==> src/rtl/qn_pkg.sv <==
// ----------------------------------------------------------------------------
// qn_pkg
// Shared types and constants for the quaternion normaliser.
// ----------------------------------------------------------------------------
package qn_pkg;

  localparam int unsigned NumComp  = 4;
  localparam int unsigned CompW    = 16;
  localparam int unsigned SqW      = 31;
  localparam int unsigned SumW     = 33;
  localparam int unsigned QW       = 17;
  localparam int unsigned NumSteps = 16;

  // One classified request handed from the front to the back
  typedef struct packed {
    logic [NumComp-1:0][CompW-1:0] comp;
    logic [NumComp-1:0][SqW-1:0]   sq;
    logic [SumW-1:0]               sum;
    logic                          zero;
  } qn_item_t;

endpackage

==> src/rtl/qn_front.sv <==
// ----------------------------------------------------------------------------
// qn_front
// Input stage: squares the four components, then sums them and flags a
// zero-length quaternion on the way into the queue.
// ----------------------------------------------------------------------------
module qn_front import qn_pkg::*; (
  input  logic                          clk_i,
  input  logic                          rst_ni,
  input  logic                          in_valid_i,
  output logic                          in_ready_o,
  input  logic [NumComp-1:0][CompW-1:0] comp_i,
  output logic                          push_o,
  input  logic                          full_i,
  output qn_item_t                      item_o
);

  logic                          valid_q;
  logic [NumComp-1:0][CompW-1:0] comp_q;
  logic [NumComp-1:0][SqW-1:0]   sq_q;
  logic                          adv;
  logic [SumW-1:0]               sum;

  assign adv        = !valid_q || !full_i;
  assign in_ready_o = adv;
  assign push_o     = valid_q && !full_i;

  // control
  always_ff @(posedge clk_i or negedge rst_ni) begin
    if (!rst_ni) begin
      valid_q <= 1'b0;
    end else if (adv) begin
      valid_q <= in_valid_i;
    end
  end

  // squares, one multiplier per component
  always_ff @(posedge clk_i) begin
    if (adv && in_valid_i) begin
      comp_q <= comp_i;
      for (int i = 0; i < NumComp; i++) begin
        sq_q[i] <= SqW'($signed(comp_i[i]) * $signed(comp_i[i]));
      end
    end
  end

  // sum of squares
  always_comb begin
    sum = '0;
    for (int i = 0; i < NumComp; i++) begin
      sum = sum + SumW'(sq_q[i]);
    end
  end

  assign item_o.comp = comp_q;
  assign item_o.sq   = sq_q;
  assign item_o.sum  = sum;
  assign item_o.zero = (sum == '0);

endmodule

==> config.mk <==
export PLATFORM = sky130hd
export DESIGN_NAME = qn_front
export DESIGN_NICKNAME = d
export VERILOG_FILES = /design/src/rtl/qn_pkg.sv /design/src/rtl/qn_front.sv
export SDC_FILE = /design/constraint.sdc
export NUM_CORES = 2
export LEC_CHECK = 0
export BUFFER_PORTS_ARGS = -buffer_cell sky130_fd_sc_hd__clkbuf_2
export CAP_MARGIN = 20
export CORE_ASPECT_RATIO = 0.7
export CORE_UTILIZATION = 65
export CTS_CLUSTER_DIAMETER = 200
export DETAILED_ROUTE_END_ITERATION = 6
export PLACE_DENSITY = 0.89
export RECOVER_POWER = 100
export SYNTH_ARGS = -nofsm -noshare
export SYNTH_HDL_FRONTEND = slang
export SYNTH_SLANG_ARGS = --single-unit
==> constraint.sdc <==
create_clock -name clk_i -period 9.3 [get_ports clk_i]
set_clock_uncertainty 0.1 [all_clocks]
set_input_delay 0.465 -clock clk_i [delete_from_list [all_inputs] [get_ports clk_i]]
set_output_delay 0.465 -clock clk_i [all_outputs]
set_load 0.03 [all_outputs]
# ---- Yosys cells after proc, flatten, opt, wreduce, memory -nomap -nowiden
# Cells that the tools add are included.
dict set report word_totals {
  in_bits 68
  wordCells 22
  regBits 189
  output_inout_bits 224
}
dict set report classes {
  addsub 3
  n_reduce_logical 6
  mul 4
}
# cell count
set ops {}
lappend ops {{$mul A16 B16 Y31} 4}
lappend ops {{$add A32 B31 Y33} 1}
lappend ops {{$add A33 B31 Y33} 1}
lappend ops {{$logic_not A33 Y1} 1}
lappend ops {{$add A31 B31 Y32} 1}
lappend ops {{$logic_and A1 B1 Y1} 2}
lappend ops {{$logic_not A1 Y1} 2}
lappend ops {{$logic_or A1 B1 Y1} 1}

# ---- Depth between registers and ports, before layout
dict set report depth {
  ltp_word 4
  ltp_mapped 27
  ltp_nobuf 26
}

# ---- Least setup slack after synthesis
# Ideal clock, no wire load.
dict set report synth_timing {
  path_type {input port to flip-flop}
  from {input port comp_i[63] (netlist name)}
  to {register sq_q (netlist bit item_o[157]), data pin}
  slack_ns 2.558
  arrival_time_ns 6.382
  path_buffers 2
  t_required_ns 8.940
  setup_ns 0.260
  stages 23
  path_cell_list {clkbuf_1 > clkbuf_1 > nand2_1 > fa_1 > inv_1 > fa_1 > fa_1 > fa_1 > fa_1 > inv_1 > fa_1 > inv_1 > ha_1 > a21o_1 > a21o_1 > a21oi_1 > o21ai_0 > a221o_1 > or3_1 > a21oi_1 > o41ai_1 > a21oi_1 > xnor2_1}
}
dict set report synth_between {
  elab_chain_cells 1
}
# element line_no
set synth_lines {}
lappend synth_lines {{from (decl)} qn_front.sv:11} ;# input logic [NumComp-1:0][CompW-1:0] comp_i,
lappend synth_lines {{$mul A16 B16 Y31} qn_front.sv:41} ;# sq_q[i] <= SqW'($signed(comp_i[i]) * $signed(comp_i[i]));
lappend synth_lines {{to (signal, indexed assignment)} qn_front.sv:41}
lappend synth_lines {{to (decl)} qn_front.sv:19} ;# logic [NumComp-1:0][SqW-1:0] sq_q;
# Every way passes these cells.
# A chain may end at the register's enable or synchronous reset.

# ---- Worst setup path after layout
dict set report layout_timing {
  from {input port comp_i[15] (netlist name)}
  to {register sq_q (netlist bit item_o[63]), data pin}
}
# The elaborated chain is that of the path after synthesis.

==> results.yml <==
sta:
  fin_crit_ns: 7.56
  rsz0062_at_grt: "false"
  tightestPinTransition_ns: 5.04
  hold_violations: 0
  slew_viol_final: 133
  max_slew_margin_pct: -236
  finalSetupViolCount: 0
  totalNegativeSetupSlack_ns: 0
  clock.fmax_mhz: 132
  post-route-period-util_pct: 81.3
global_route:
  grt_start_max_net_pins: 67
  gr-usage-all-layers_pct: 35.6
  grt_pass1_wl_mm: 178
  grt_pass1_vias: 32700
  antenna_found_initial: 4
  gr-total-overflow: 0
layout:
  syn_to_final_growth_pct: 5.33
  drive_gt1_share_pct: 1.63
  num-fill-cells: 4904
  utilization_pct: 69.6
  multi_input_area_sq_mm: 0.0321
  regArea_sq_mm: 0.00543
  nNetsFinal: 5939
  layout_common_cells: "inv_1 (1,292), fa_1 (977), ha_1 (375)"
  final_common_cell: "inv_1"
synthesis:
  seq_area_frac_synth_pct: 12.6
  yosys_register_bits: 181
  synth_edf_count: 180
  yosysWarnings: 0
  syn_area_sq_mm: 0.0429
  synth_cell_types: 75
  synthesis.instances: 4312
  synth-main-ff-cell: "edfxtp_1"
  synthArstFlopShare_pct: 0.552
  syn_area_per_cell_sq_um: 9.96
floorplan:
  core_sq_mm: 0.0650
  io-pin-count: 292
  die_h_um: 217
  initial_core_util_pct: 66.1
  rows: 78
  design.die.area_sq_mm: 0.0671
  die_w_um: 309
clock_network:
  clockBufferDepth: 2
  numCtsBuffers: 17
  cts_tree: "yes"
  htreeDepth: 4
  post_cts_buffers: 0
  root_buffer: "clkbuf_16"
  clk_pin_slew_ns: 0.08
  cts_sinks: 181
  insertion_delay_ns: 0.53
  cts_resized: 0
hold_path:
  hp-start: "in_valid_i"
  hold_depth: 2
  min_path_type: "primary input to flop"
  whs_endpoint: "valid_q"
run_status:
  violations: "max-capacitance violations, max-slew violations"
  status: "finished, violations left"
setup_path:
  path_class: "primary input to flop"
  endpoint_kind: "flop"
  worstSetupStartpointType: "primary input"
  ff2ff_path_depth: 4
  crit_start: "comp_i[15]"
  cp.arrival_ns: 7.75
  critPathMaxFanout: 18
  reg2reg_from: "valid_q"
  ff2ff_setup_slack_ns: 2.17
  timing.rr.end: "item_o[150]"
  crit_required_ns: 9.49
placed_design:
  place_congestion: 1.00
  io_buffer_count: 287
  dp_hpwl_mm: 93.5
routing:
  drtIter0Drc: 2643
  ant_nets: 0
  routed_wirelength_mm: 110
  viasPerCell: 5.57
  remaining_drc_errors: 0
  via_count: 30200
  drt-pass1-iter-count: 6
  wl_per_cell_um: 20.4
job:
  max_cap_violations: 2
-- metrics by stage --
| step | instances | cell area [sq um] | hold WS (ns) | worst slack [ns] |
|---|---|---|---|---|
| 2_1_floorplan | 4317 | 43000 | 0.0694 | 2.56 |
| 3_3_place_gp | 5379 | 45000 | 0.141 | 2.08 |
| 3_5_place_dp | 5379 | 45000 | 0.143 | 1.88 |
| 4_1_cts | 5412 | 45600 | 0.0231 | 2.41 |
| 5_1_grt | 5412 | 45200 | 0.0537 | 1.36 |
| 6_report | 5414 | 45200 | 0.0519 | 1.74 |
-- kinds of logic (layout without fill, tap and decap cells) --
kind of cell             Yosys count  count (layout)  synth area share (%)
buffers and inverters           1406            1621                  12.5
adder cells (fa/ha/maj)         1352            1352                  56.5
AND/OR/NAND/NOR                  809             809                  8.61
AO/OA/AOI/OAI                    357             357                  5.55
XOR/XNOR                         201             201                  4.10
flip-flops                       181             181                  12.6
multiplexers                       4               4                 0.105
other                              2               9                0.0175
-- repair_timing --
item / 4_1_cts / 5_1_grt
hold buffers: 1 / 0
hold endpoints to repair: 1 / 0
setup endpoints to repair: 0 / 0
-- cells in the mapped netlist (27+ instances only) --
cell,n,area (sq um)
nand2_1,337,1260
o21ai_0,46,230
inv_1,1292,4850
a21o_1,73,548
edfxtp_1,180,5410
nor2_1,207,777
fa_1,977,19600
xnor2_1,151,1320
and2_1,125,782
a21oi_1,102,510
clkbuf_1,95,357
ha_1,375,4690
xor2_1,50,438
nand3_1,27,135
-- worst max path at each step --
stage          slack (ns)  cells after the start     endpoint
2_1_floorplan        2.56                     23  item_o[157]
3_3_place_gp         2.08                     25   item_o[63]
3_5_place_dp         1.88                     25   item_o[63]
4_1_cts              2.41                     16    item_o[0]
5_1_grt              1.36                     25   item_o[63]
6_report             1.74                     25   item_o[63]
-- critical path, stage by stage --
cell      delay [ns]
clkbuf_2        0.07
clkbuf_1        0.73
inv_1           0.60
nor2_1          0.37
fa_1            0.60
inv_1           0.14
fa_1            0.47
inv_1           0.30
fa_1            0.50
fa_1            0.50
fa_1            0.49
inv_1           0.05
fa_1            0.47
inv_1           0.04
ha_1            0.32
a21o_1          0.21
a21o_1          0.16
a21oi_1         0.20
nand2b_1        0.19
nor2_1          0.06
a21oi_1         0.20
nand2_1         0.10
a41o_1          0.22
a21oi_1         0.16
xnor2_1         0.09
-- routing by layer --
metal / GRT usage [%] / routed length, um / share of wire [%] / up-vias
met1: 50.4 / 44400 / 40 / 15300
met2: 51.5 / 48000 / 43 / 1480
li1: - / - / - / 13200
met3: 12.0 / 14200 / 13 / 257
met4: 12.5 / 3680 / 3.3 / 2
met5: 0 / 13 / 0.012 / -
-- sequential cells by signal, indices dropped and copies added, names as in the netlist --
register  flops
item_o      180
valid_q       1
-- layout make-up --
cell class	count	share of cell area, %
antenna	2	0.0111
clock buffer	17	0.941
clock inverter	15	0.285
inverter	1298	10.8
multi-input combinational	2730	71.1
sequential	181	12.0
tap	880	2.43
timing repair buffer	291	2.46
Power is left out: the tool's default activity adds up to more than one toggle a clock period on the data nets, which glitch-free logic cannot reach.
