$ cat config.mk
export PLATFORM = sky130hd
export DESIGN_NAME = qn_fifo
export DESIGN_NICKNAME = d
export VERILOG_FILES = /design/src/rtl/qn_pkg.sv /design/src/rtl/qn_fifo.sv
export SDC_FILE = /design/constraint.sdc
export NUM_CORES = 1
export LEC_CHECK = 0
export BUFFER_PORTS_ARGS = -buffer_cell sky130_fd_sc_hd__buf_2
export CAP_MARGIN = 0
export CELL_PAD_IN_SITES_DETAIL_PLACEMENT = 0
export CELL_PAD_IN_SITES_GLOBAL_PLACEMENT = 2
export CORE_ASPECT_RATIO = 0.75
export CORE_MARGIN = 2
export CORE_UTILIZATION = 42
export DETAILED_ROUTE_END_ITERATION = 10
export PLACE_DENSITY = 0.95
export SLEW_MARGIN = 10
export SYNTH_ARGS = -nofsm -noshare
export SYNTH_HDL_FRONTEND = slang
export SYNTH_SLANG_ARGS = --single-unit
$ cat constraint.sdc
create_clock -name clk_i -period 21.7 [get_ports clk_i]
set_input_delay 2.17 -clock clk_i [delete_from_list [all_inputs] [get_ports clk_i]]
set_output_delay 2.17 -clock clk_i [all_outputs]
set_load 0.05 [all_outputs]
$ cat src/rtl/qn_pkg.sv
// ----------------------------------------------------------------------------
// qn_pkg
// Shared types and constants for the quaternion normaliser.
// ----------------------------------------------------------------------------
package qn_pkg;

  localparam int unsigned NumComp  = 4;
  localparam int unsigned CompW    = 16;
  localparam int unsigned SqW      = 31;
  localparam int unsigned SumW     = 33;
  localparam int unsigned QW       = 17;
  localparam int unsigned NumSteps = 16;

  // One classified request handed from the front to the back
  typedef struct packed {
    logic [NumComp-1:0][CompW-1:0] comp;
    logic [NumComp-1:0][SqW-1:0]   sq;
    logic [SumW-1:0]               sum;
    logic                          zero;
  } qn_item_t;

endpackage

$ cat src/rtl/qn_fifo.sv
// ----------------------------------------------------------------------------
// qn_fifo
// Two-entry queue between the front and the back.
// ----------------------------------------------------------------------------
module qn_fifo import qn_pkg::*; (
  input  logic     clk_i,
  input  logic     rst_ni,
  input  logic     push_i,
  input  qn_item_t item_i,
  output logic     full_o,
  input  logic     pop_i,
  output logic     empty_o,
  output qn_item_t item_o
);

  qn_item_t   mem_q [2];
  logic       wr_q, rd_q;
  logic [1:0] cnt_q;

  assign full_o  = (cnt_q == 2'd2);
  assign empty_o = (cnt_q == 2'd0);
  assign item_o  = mem_q[rd_q];

  // pointers and fill count
  always_ff @(posedge clk_i or negedge rst_ni) begin
    if (!rst_ni) begin
      wr_q  <= 1'b0;
      rd_q  <= 1'b0;
      cnt_q <= 2'd0;
    end else begin
      if (push_i) wr_q <= !wr_q;
      if (pop_i)  rd_q <= !rd_q;
      cnt_q <= cnt_q + 2'(push_i) - 2'(pop_i);
    end
  end

  // storage
  always_ff @(posedge clk_i) begin
    if (push_i) mem_q[wr_q] <= item_i;
  end

endmodule

# Word-level counts from Yosys, hierarchy flattened
# Memory sizes are Yosys's and may differ from the RTL's.
# Cells that the tools add are included.
# op_classes
reduce_logical,3
add_sub_neg,2
n_eq_ne,1
mux,2
# op_table
operator,n
$add A2 B1 Y2,1
$eq A2 B2 Y1 const B,1
$logic_not A1 Y1,2
$logic_not A2 Y1,1
$mux W1,2
$sub A2 B1 Y2,1
# word_totals
inputBits,226
register_bits,4
mem_bits_rw,444
n_memories,1
# memory_table
memory,depth,width,rd,rd_ports_with_merged_regs,wr,line_no,text
mem_q,2,222,1,0,1,qn_fifo.sv:16,qn_item_t mem_q [2];

# Logic depth before layout (Yosys ltp)
# Gate-level depths: netlist (run 1).
# logic_depth
ltp_word,2
depth_mapped,5
ltp_nobuf,5

# Worst setup path after synthesis (run 1)
# No wires, ideal clock.
# synth_timing
kind,input to register
startpoint,in push_i
endpoint,"mem mem_q[0][0] (netlist bit), enable pin"
path_buffers,0
path_stages,1
setup_ps,835
setup_slack_ps,9132
t_arrival_ps,11733
required_ps,20865
path_cell_list,nor2b_1
# synth_between
elab_chain_cells,2
# synth_rtl
item,line_no,text
start: declaration,qn_fifo.sv:8,"input logic push_i,"
$mux W1,qn_fifo.sv:39,if (push_i) mem_q[wr_q] <= item_i;
$mux W1 (not written as such),qn_fifo.sv:39,
end: declaration,qn_fifo.sv:16,
# No other way between the ends.

==> key figures, run 1 <==
Clocking
  • TritonCTS buffer count: 43
  • Number of gates resized after cts: 0
  • Clk buf depth: 3
  • Clk Latency, worst-skew pair: 0.54 ns
  • Post-CTS Setup Bufs: 0
  • # clock sinks: 448
  • CTS clock-pin slew for the worst setup and hold paths: 0.06 ns
  • H-tree levels: 2
  • Root Buffer: clkbuf_16
  • Hold-fix buffers, CTS: 0
  • CTS tree: done

STA
  • Setup ws final: 15.45 ns
  • Final hold slack: 0.560 ns
  • RSZ-0062 raised after global routing: false
  • Max Fclk: 160 MHz
  • Measured slew at the worst slew-check pin: 1.09 ns
  • Crit share post-route: 28.8%
  • Relative slew slack: 27.1%
  • Post-Route Skew: 0.0199 ns
  • Final setup violation count: 0
  • Setup TNS: 0 ns
  • Minimum clock period: 6.25 ns
  • Final Hold Viols: 0
  • Max Slew Vio Count: 0

GRT
  • First-pass GRT wire length: 51.2 mm
  • Gr ovfl total: 0
  • Gr usage total: 16.3%
  • Initial antenna violation count: 10
  • Pin count of the biggest net entering global routing: 77
  • Vias in the first global route: 8,535

Place
  • Routability Congestion: 0.795
  • IO buf count: 449
  • Setup Slack @ Placement: 15.94 ns
  • Detailed Place HPWL: 24.5 mm

Pwr
  • Leak: 8.33 nW
  • Comb power frac: 41.5%
  • Power Density: 157 nW/um^2
  • Net switching power figure: 1.33 mW
  • Sequential share of power: 37.0%
  • Post-layout power: 3.31 mW
  • Switching share of total power: 40.1%
  • Clock power frac: 21.6%
  • Worst vdd ir: 0.115 mV
  • Internal: 1.98 mW

Final layout
  • Commonest non-fill, non-tap cell in the layout: buf_2
  • Area of the multi-input gates: 3240 sq um
  • Most frequent cells in the layout: 449 x buf_2, 444 x edfxtp_1, 170 x mux2_4
  • Share of cells above drive strength 1: 61.3%
  • Final nets: 1,412
  • Fillcell total: 3,117
  • Sequential Area: 13,400 sq um
  • Util after Layout: 53.0%
  • Layout area overhead: 24.2%

Worst setup path
  • Startpoint Class: flip-flop
  • Required @ worst endpoint: 19.53 ns
  • Worst-path fanout max: 62
  • Critical R2R Capture: mem_q[0][92]
  • CP endpoint kind: output port
  • Worst R2R Setup Slack: 18.41 ns
  • Worst R2R Path Depth: 3
  • Crit path kind: reg2out
  • Reg-to-Reg Start: wr_q
  • Arr. time, crit path: 4.08 ns

Yosys
  • Flop and latch count out of synthesis: 448
  • Sequential share of the synthesized area: 79.4%
  • Net Count, Synth: 934
  • Cell Area, Synth: 16,900 sq um
  • Syn_area_per_cell: 24.0 sq um
  • Synth Instances: 706
  • Unique masters post-synth: 13
  • Warnings, synthesis: 0

Worst hold path
  • Worst Hold Depth: 1
  • Hold path startpoint: wr_q
  • Hold Path Sink: wr_q
  • Hold crit path type: reg2reg

Flow run
  • Max-Cap Viols: 0

Routing
  • First-iteration detailed-routing DRC count: 582
  • Via count: 8,366
  • Drt wl/cell: 20.4 microns
  • DR pass1 iterations: 5
  • Routed WL: 35.7 mm
  • DRC violations left: 0
  • DRT antenna net count: 0
  • DR vias/cell: 4.80

Status
  • Run status: completed

Floorplan
  • Die Wd: 236 microns
  • Core area: 39,600 sq um
  • Die area: 41,900 sq um
  • Num ports: 450
  • Initial Util: 42.7%
  • # rows: 63
  • Die H: 178 microns
[cell usage after synthesis]
cell type  count  area [sq um]
mux2_2        52           586
dfrtp_1        4           100
edfxtp_1     444         13300
nor2b_1        2          12.5
mux2_4       170          2550
xor3_1         1          23.8
inv_1          2          7.51
xor2_1         2          17.5
ha_1           2          25.0
buf_6         20           225
and2_1         1          6.26
nor2_1         1          3.75
buf_2          5          25.0
[stage by stage]
| stage | instances | area, sq um |
|---|---|---|
| global placement | 1659 | 19600 |
| finish | 1744 | 21000 |
| global route | 1742 | 21000 |
| floorplan | 706 | 16900 |
| detailed placement | 1659 | 19600 |
| CTS | 1737 | 21000 |
[sequential cells by signal (all words and copies together), names as in the netlist]
| name | count |
|---|---|
| rd_q | 1 |
| cnt_q | 2 |
| mem_q | 444 |
| wr_q | 1 |
[worst max-delay path by stage]
stage | to | from
after floorplan | mem_q[0][0] | push_i
after global placement | item_o[221] | rd_q
after detailed placement | item_o[221] | rd_q
after CTS | item_o[221] | rd_q
after global routing | item_o[221] | rd_q
final | item_o[221] | rd_q
[cells by family after synthesis]
group / synth area share, %
xor gates and xnor gates: 0.244
adders and majority gates: 0.148
buffers and inverters: 1.52
DFF: 79.4
muxes: 18.5
and+or+nand+nor: 0.133
[final cells by class]
type                       count  share of cell area [%]
timing repair buffer         458                    11.0
sequential                   448                    63.9
clock inverter                21                   0.840
clock buffer                  57                    5.57
inverter                       2                  0.0357
multi-input combinational    231                    15.4
tap                          520                    3.10
antenna                        7                  0.0834
[power by group through the flow]
stage | Clock [mW] | Combinational [mW] | Sequential, mW
6_report | 0.713 | 1.37 | 1.22
5_1_grt | 0.765 | 1.42 | 1.24
4_1_cts | 0.733 | 1.38 | 1.23
3_5_place_dp | 0 | 1.38 | 1.24
3_3_place_gp | 0 | 1.37 | 1.24
2_1_floorplan | 0 | 1.16 | 1.25
[layer usage]
layer	part of all wire (%)	track usage, %
met1	41	20.3
met2	50	27.2
met3	7.2	4.74
met4	2.2	5.87
met5	0.034	0
[worst max-delay path: stages (launching register included)]
cell	delay (ns)
dfrtp_4	1.11
buf_4	0.77
buf_4	0.90
mux2_2	0.42
buf_2	0.21
Power figures use the tool's default switching activity.
==> run 2: changes to the inputs <==
- CORE_UTILIZATION: 42 -> 35
- PLACE_DENSITY: 0.95 -> 0.86
- clock period: 21.7 -> 5.4 ns (I/O delays scaled with it)
==> run 2 against run 1 <==
Compared with the run above: die area rose by 20%; worst setup slack got worse by 13 ns; final area rose by 1.5%; hold slack got worse by 0.39 ns; core utilization fell by 8.2 points; cell count rose by 6.6%.
==> key figures, run 2 (synthesis gave the netlist of run 1 again) <==
Status
  • Run status: completed

Worst setup path
  • CP endpoint kind: output port
  • Crit path capture: item_o[221]
  • Buf/Inv on CP: 2
  • CP cell instances: buf_12 -> mux2_2 -> buf_2
  • Top Family by Delay on Critical Path: flip-flops
  • Reg-to-Reg Start: wr_q
  • Required @ worst endpoint: 4.86 ns
  • Critical path's largest stage delay: 1.04 ns
  • Crit path kind: reg2out
  • Critical-path top delay cell: dfrtp_4
  • Critical R2R Capture: mem_q[1][145]
  • Worst R2R Path Depth: 2
  • Startpoint Class: flip-flop
  • Arr. time, crit path: 2.85 ns
  • Worst-path fanout max: 78
  • Worst R2R Setup Slack: 3.18 ns
  • Cell count along the critical path: 3
  • Critical Path Source: rd_q

STA
  • Post-Route Skew: 0.0107 ns
  • RSZ-0062 raised after global routing: false
  • Relative slew slack: 35.3%
  • Crit share post-route: 62.8%
  • Setup TNS: 0 ns
  • Max Fclk: 295 MHz
  • Final setup violation count: 0
  • Max Slew Vio Count: 0
  • Final Hold Viols: 0
  • Measured slew at the worst slew-check pin: 0.971 ns
  • Setup ws final: 2.01 ns
  • Minimum clock period: 3.39 ns

Final layout
  • Layout area overhead: 26.1%
  • Most flops, register: mem_q
  • Fillcell total: 4,128
  • Most frequent cells in the layout: 449 x buf_2, 444 x edfxtp_1, 170 x mux2_4
  • Area of the multi-input gates: 3240 sq um
  • Finished Cell Area: 21,300 sq um
  • Max FFs per register: 444
  • Share of cells above drive strength 1: 61.0%
  • Commonest non-fill, non-tap cell in the layout: buf_2
  • Util after Layout: 44.8%
  • Final nets: 1,412
  • Registers with the most flip-flops: mem_q (444), cnt_q (2)
  • Sequential Area: 13,400 sq um

Clocking
  • Hold-fix buffers, CTS: 1
  • # clock sinks: 448
  • Root Buffer: clkbuf_16
  • Post-CTS Setup Bufs: 0
  • CTS clock-pin slew for the worst setup and hold paths: 0.06 ns
  • CTS tree: done
  • Clk buf depth: 3
  • Number of gates resized after cts: 0
  • Clk Latency, worst-skew pair: 0.55 ns
  • H-tree levels: 2
  • TritonCTS buffer count: 44

Flow run
  • Max-Cap Viols: 0

Place
  • Placed instance area: 19,800 sq um
  • Detailed Place HPWL: 22.6 mm
  • Setup Slack @ Placement: 2.55 ns
  • IO buf count: 449
  • Routability Congestion: 0.737

Floorplan
  • Die Wd: 258 microns
  • Initial Util: 35.6%
  • # rows: 69
  • Num ports: 450
  • Die H: 194 microns
  • Die area: 50,100 sq um
  • Core area: 47,600 sq um

Pwr
  • Power Density: 634 nW/um^2
  • Worst vdd ir: 0.339 mV
  • Leak: 8.42 nW
  • Post-layout power: 13.5 mW

GRT
  • Gr usage total: 13.0%
  • Initial antenna violation count: 2
  • Vias in the first global route: 8,662
  • Pin count of the biggest net entering global routing: 125
  • First-pass GRT wire length: 50.1 mm
  • Gr ovfl total: 0

Worst hold path
  • Worst Hold Depth: 1
  • Hold crit path type: in2reg

Routing
  • Routed WL: 33.9 mm
  • DR pass1 iterations: 6
  • DR vias/cell: 4.46
  • Drt wl/cell: 18.2 microns
  • DRC violations left: 0
  • Via count: 8,286
  • DRT antenna net count: 0
  • First-iteration detailed-routing DRC count: 442
run 2: cell types whose count changed in the layout (fill, tap and decap cells not counted), sizes merged:
cell / previous run / this run
clkinv: 11 / 17
buf: 458 / 456
dlygate4sd3: 0 / 1
clkinvlp: 7 / 2
clkbuf: 57 / 53
diode: 7 / 1
inv: 3 / 4
bufinv: 2 / 7
run 2: area by class of cell:
| cell class | instances | area share (%) |
|---|---|---|
| timing repair buffer | 457 | 11.1 |
| sequential | 448 | 63.0 |
| tap | 639 | 3.75 |
| multi-input combinational | 231 | 15.2 |
| clock buffer | 53 | 5.42 |
| clock inverter | 28 | 1.49 |
| inverter | 2 | 0.0352 |
| antenna | 1 | 0.0117 |
run 2: stage by stage:
stage                     std cells  hold WS [ns]
after floorplan                 706         0.244
after global placement         1776         0.352
after detailed placement       1776         0.351
after CTS                      1858         0.121
after global routing           1859         0.126
final                          1859         0.171
run 2: where the power goes:
part	internal [mW]	switching [mW]
Sequential	4.62	0.252
Combinational	1.71	3.83
Clock	1.86	1.26
Total	8.19	5.34
run 2: worst min path at each step:
stage | from | end | slack [ns]
2_1_floorplan | rst_ni | cnt_q[0] | 0.24
3_3_place_gp | rst_ni | cnt_q[1] | 0.35
3_5_place_dp | rst_ni | cnt_q[1] | 0.35
4_1_cts | item_i[42] | mem_q[1][42] | 0.12
5_1_grt | item_i[87] | mem_q[0][87] | 0.13
6_report | item_i[42] | mem_q[0][42] | 0.17
run 2: metal layers:
| metal | wire length [microns] | GRT usage, % | up-vias |
|---|---|---|---|
| li1 | - | - | 3781 |
| met1 | 14000 | 15.7 | 4163 |
| met2 | 16800 | 22.0 | 285 |
| met3 | 2350 | 3.98 | 55 |
| met4 | 790 | 4.28 | 2 |
| met5 | 17 | 0 | - |
run 2: worst reg2reg max path: stages, from the launching register on:
cell,delay [ns]
dfrtp_1,0.42
and2_4,0.59
buf_4,0.77
